### src/hdl/voxel_box_sphere_fill_unit_assert.svh
// assertion macros for the voxel fill unit
// clock and reset are taken from the scope of the use
`ifndef VOXEL_BOX_SPHERE_FILL_UNIT_ASSERT_SVH
`define VOXEL_BOX_SPHERE_FILL_UNIT_ASSERT_SVH

// condition and consequence in the same cycle
`define VBSF_ASSERT_NOW(label, ante, cons, msg) \
   label: assert property (@(posedge clock) disable iff (reset) (ante) |-> (cons)) \
      else $error(msg);

// consequence in the cycle after the condition
`define VBSF_ASSERT_NEXT(label, ante, cons, msg) \
   label: assert property (@(posedge clock) disable iff (reset) (ante) |=> (cons)) \
      else $error(msg);

`endif

### src/hdl/vbsf_pkg.sv
package vbsf_pkg;

   // default store extents
   localparam int MAX_X_DEF = 16;
   localparam int MAX_Y_DEF = 64;
   localparam int MAX_Z_DEF = 16;

   // field widths
   localparam int KIND_W     = 2;
   localparam int COORD_W    = 8;
   localparam int RADIUS_W   = 12;
   localparam int BLOCK_W    = 8;
   localparam int COUNT_W    = 15;
   localparam int SIZE_X_W   = 5;
   localparam int SIZE_Y_W   = 7;
   localparam int SIZE_Z_W   = 5;
   localparam int CSR_DATA_W = 7;
   localparam int CSR_IDX_W  = 2;

   // distance arithmetic, sized for the largest allowed extents
   localparam int DIFF_W  = 10;
   localparam int SQ_W    = 2 * DIFF_W;
   localparam int SUM_W   = SQ_W + 2;
   localparam int R2_W    = 2 * RADIUS_W;
   localparam int FRAC2_W = 8;
   localparam int CMP_W   = SUM_W + FRAC2_W;

   // size register reset values
   localparam logic [SIZE_X_W-1:0] SIZE_X_RESET = 5'd16;
   localparam logic [SIZE_Y_W-1:0] SIZE_Y_RESET = 7'd64;
   localparam logic [SIZE_Z_W-1:0] SIZE_Z_RESET = 5'd16;

   // register indexes
   localparam logic [CSR_IDX_W-1:0] CSR_SIZE_X = 2'd0;
   localparam logic [CSR_IDX_W-1:0] CSR_SIZE_Y = 2'd1;
   localparam logic [CSR_IDX_W-1:0] CSR_SIZE_Z = 2'd2;

   typedef enum logic [KIND_W-1:0] {
      KIND_BOX    = 2'd0,
      KIND_SPHERE = 2'd1,
      KIND_READ   = 2'd2,
      KIND_NONE   = 2'd3
   } kind_type;

   typedef enum logic [2:0] {
      ST_CLEAR,
      ST_IDLE,
      ST_FILL,
      ST_DRAIN,
      ST_READ,
      ST_DONE
   } state_type;

   typedef struct packed {
      logic [KIND_W-1:0]         kind;
      logic signed [COORD_W-1:0] x_a;
      logic signed [COORD_W-1:0] y_a;
      logic signed [COORD_W-1:0] z_a;
      logic signed [COORD_W-1:0] x_b;
      logic signed [COORD_W-1:0] y_b;
      logic signed [COORD_W-1:0] z_b;
      logic [RADIUS_W-1:0]       radius;
      logic [BLOCK_W-1:0]        block_value;
   } req_payload_type;

   typedef struct packed {
      logic [BLOCK_W-1:0] read_value;
      logic               inside_res;
      logic [COUNT_W-1:0] written_count;
   } rsp_payload_type;

   // controller to datapath
   typedef struct packed {
      logic accept;
      logic clear_step;
      logic step;
      logic read_en;
      logic load_result;
   } cmd_type;

   // datapath to controller
   typedef struct packed {
      logic clear_last;
      logic extent_empty;
      logic iter_last;
   } status_type;

endpackage

### src/hdl/vbsf_ctrl.sv
module vbsf_ctrl import vbsf_pkg::*; (
   input  logic       clock,
   input  logic       reset,
   input  logic       req_valid,
   input  kind_type   req_kind,
   output logic       req_ready,
   input  logic       rsp_ready,
   output logic       rsp_valid,
   input  status_type status,
   output cmd_type    cmd
);

   state_type state_ff, state_in;
   logic      rsp_valid_ff, rsp_valid_in;
   logic      slot_free;

   // state and response valid registers
   always_ff @(posedge clock) begin
      if (reset) begin
         state_ff     <= ST_CLEAR;
         rsp_valid_ff <= 1'b0;
      end else begin
         state_ff     <= state_in;
         rsp_valid_ff <= rsp_valid_in;
      end
   end

   assign slot_free = !rsp_valid_ff || rsp_ready;

   // next state and commands
   always_comb begin
      state_in  = state_ff;
      cmd       = '0;
      req_ready = 1'b0;
      case (state_ff)
         ST_CLEAR: begin
            cmd.clear_step = 1'b1;
            if (status.clear_last) begin
               state_in = ST_IDLE;
            end
         end
         ST_IDLE: begin
            req_ready = 1'b1;
            if (req_valid) begin
               cmd.accept = 1'b1;
               case (req_kind)
                  KIND_BOX, KIND_SPHERE: state_in = ST_FILL;
                  KIND_READ:             state_in = ST_READ;
                  default:               state_in = ST_DONE;
               endcase
            end
         end
         ST_FILL: begin
            if (status.extent_empty) begin
               state_in = ST_DRAIN;
            end else begin
               cmd.step = 1'b1;
               if (status.iter_last) begin
                  state_in = ST_DRAIN;
               end
            end
         end
         ST_DRAIN: begin
            state_in = ST_DONE;
         end
         ST_READ: begin
            cmd.read_en = 1'b1;
            state_in    = ST_DONE;
         end
         ST_DONE: begin
            if (slot_free) begin
               cmd.load_result = 1'b1;
               state_in        = ST_IDLE;
            end
         end
         default: begin
            state_in = ST_IDLE;
         end
      endcase
   end

   // response valid: set on load, cleared when taken
   always_comb begin
      rsp_valid_in = rsp_valid_ff;
      if (cmd.load_result) begin
         rsp_valid_in = 1'b1;
      end else if (rsp_ready) begin
         rsp_valid_in = 1'b0;
      end
   end

   assign rsp_valid = rsp_valid_ff;

endmodule

### config.mk
export PLATFORM = sky130hd
export DESIGN_NAME = vbsf_ctrl
export DESIGN_NICKNAME = d
export VERILOG_FILES = /design/src/hdl/voxel_box_sphere_fill_unit_assert.svh /design/src/hdl/vbsf_pkg.sv /design/src/hdl/vbsf_ctrl.sv
export SDC_FILE = /design/constraint.sdc
export NUM_CORES = 1
export LEC_CHECK = 0
export BUFFER_PORTS_ARGS = -buffer_cell sky130_fd_sc_hd__buf_2
export CAP_MARGIN = 20
export CORE_AREA = 8 8 45 47
export DETAILED_ROUTE_END_ITERATION = 8
export DIE_AREA = 0 0 53 55
export SLEW_MARGIN = 5
export SYNTH_ARGS = -nofsm -noshare
export SYNTH_HDL_FRONTEND = slang
export SYNTH_SLANG_ARGS = --single-unit
### constraint.sdc
create_clock -name clock -period 1.84 [get_ports clock]
set_input_delay 0.368 -clock clock [delete_from_list [all_inputs] [get_ports clock]]
set_output_delay 0.368 -clock clock [all_outputs]
set_load 0.02 [all_outputs]
==> metrics <==
outcome completed; depth of the worst register-to-register path 4; Min-Delay Path Depth 2; die height 55 um; VDD IR max 0.2919 mV; top post-synthesis cells by area dfxtp_1 (26%), nand2_1 (6.1%), nor2_1 (6.1%); highest routed metal layer met3; Avg Cell Area, Syn 8.067 um^2; RSZ-0062 raised after global routing false; Final setup viols 0; die area 0.002915 mm^2; vias in the first global route 284; Met1 Wirelength 363 um; combinational group share of total power 0.313; Slew headroom 0.7570; CP startpoint kind flip-flop; Syn Inst Count 38; Required @ worst endpoint 1.47 ns; Final min period 1.673 ns; switching pwr 0.1176 mW; Horiz. Die Dim 53 um; Critical Path Source state_ff[1]; CTS tree built; hold buffers post-CTS 0; routed len/inst 11.16 um; DR iter-0 viols 3; CP delay by family, top flip-flops; number of synthesized flops with an enable pin 0; fin crit share 0.9092; RR Startpoint state_ff[1]; crit-path cells and2b_1 -> and3_1 -> buf_2; clock sink total 4; num ports 16; Final Skew 0.001474 ns; Buf/Inv on CP 1; placed wire-length estimate 617 um; critical-path maximum fanout 10; post-DR vias/cell 4.397; Yosys reg bits 4; drt total wl 759 um; power share of the sequential group 0.341; HP Start reset; CTS Buf Count 3; PostCTS Resize Cnt 0; multi-input logic area 200.2 um^2; Mapped Area 306.5 um^2; via count 299; actual slew at the worst max-slew pin 0.3641 ns; Clk pwr share 0.346; Diodes inserted 0; Initial DRT Pass Iterations 2; sequential cell area 80.08 um^2; area grow syn2layout 29.80%; Fmax 0.5978 GHz; final setup margin 0.1671 ns; routed length on met3 90 um; Hold EP rsp_valid; H-Tree Depth 1; GPL Wtd Cong 0.7641; Internal Power 0.2130 mW; Pleak 0.1949 nW; CP Capture Type output pin; Starting Density 0.2215; Max-Cap Viols 0; share of cells above drive strength 1 0.4423; Setup Buffers After CTS 0; CTS Buffer Depth 2; port bufs 15; Routed Antenna Nets 0; Top FF cell, synth dfxtp_1; num rows 14; first-pass GRT wire length 1.193 mm; GR Util All Layers 0.06114; total core area 0.001384 mm^2; Netlist cell types 22; Post-Route Setup TNS 0 ns; pwr/cell area 830.8 mW/mm^2; hold crit path type in -> reg; final slew viol count 0; fin nets 63; commonest non-fill, non-tap cell in the layout buf_2; DP Worst Slack 0.3945 ns; commonest non-fill, non-tap cells in the layout buf_2 (15), nand2_1 (5), nor2_1 (5); worst skew pair latency 0.24 ns; initial antenna violation count 0; GRT overflow 0; drt drc 0; fill count 154; syn nets 47; Net Sw Frac 0.3556; sequential area share after synthesis 0.2612; final hold violations 0; largest net degree at the start of global routing 12; Reg clk slew, reported paths 0.04 ns; FF-to-FF End state_ff[1]; slowest cell on the critical path dfxtp_1; asr flop ratio synth 0; CTS root buf clkbuf_4; Yosys warnings 0; post-place instance area 370.4 um^2; arrival time worst endpoint 1.30 ns; critical path's largest stage delay 0.48 ns; Setup CP Type reg -> out; met2 WL 305 um; final instance area 397.9 um^2; Synth top area share 0.2612; R2R setup slack 0.51 ns; Synth area leader dfxtp_1
-- worst reg2reg max path: stages (launching register included) --
cell,delay [ns]
dfxtp_1,0.48
nor3b_2,0.24
o21ai_2,0.09
or3b_1,0.36
o41ai_2,0.06
-- cell usage after synthesis, drive strengths merged, types with 2 or more instances --
library cell  instances
dfxtp                 4
nor3b                 3
buf                   4
nand2                 5
o21ai                 2
a21oi                 3
nor2                  5
-- power by group through the flow --
stage	sequential [mW]	clock (mW)	combinational (mW)
2_1_floorplan	0.0991	0	0.0916
3_3_place_gp	0.112	0	0.103
3_5_place_dp	0.113	0	0.104
4_1_cts	0.112	0.120	0.104
5_1_grt	0.115	0.129	0.116
6_report	0.113	0.115	0.103
-- sequential cells by signal, summed over array words and instances (netlist names) --
signal / cells
rsp_valid: 1
state_ff: 3
-- worst max path at each step --
stage	slack, ns	to	cells after the start
after floorplan	0.07	cmd[4]	3
after global placement	0.45	cmd[0]	3
after detailed placement	0.39	cmd[4]	3
after CTS	0.13	cmd[4]	3
after global routing	0.07	cmd[1]	2
final	0.17	cmd[0]	3
-- routing by layer --
| layer | vias to the layer above | GRT usage |
|---|---|---|
| met5 | - | 0 |
| met4 | 0 | 0.06466 |
| met3 | 0 | 0.04813 |
| met2 | 12 | 0.07813 |
| met1 | 125 | 0.05909 |
| li1 | 162 | - |
-- final cells by class --
| type | count | share of cell area |
|---|---|---|
| repair buffers | 15 | 0.1887 |
| clock buffers | 3 | 0.05660 |
| well taps | 16 | 0.05031 |
| flip-flops and latches | 4 | 0.2013 |
| multi-input cells | 30 | 0.5031 |
-- logic make-up after synthesis --
logic type | share of synthesized area
multiplexers | 0.03265
buffers and inverters | 0.1020
flip-flops | 0.2612
AND/OR/NAND/NOR | 0.4205
AO/OA/AOI/OAI | 0.1837
-- stage by stage --
stage,hold WS [ns],total power [mW],util,std cells
3_3_place_gp,0.5181,0.2151,0.2676,65
6_report,0.3661,0.3306,0.2875,68
5_1_grt,0.3617,0.3605,0.2875,68
2_1_floorplan,0.4371,0.1907,-,38
3_5_place_dp,0.5250,0.2174,0.2676,65
4_1_cts,0.3594,0.3361,0.2839,68
No activity file was read; power rests on OpenSTA's default activity.
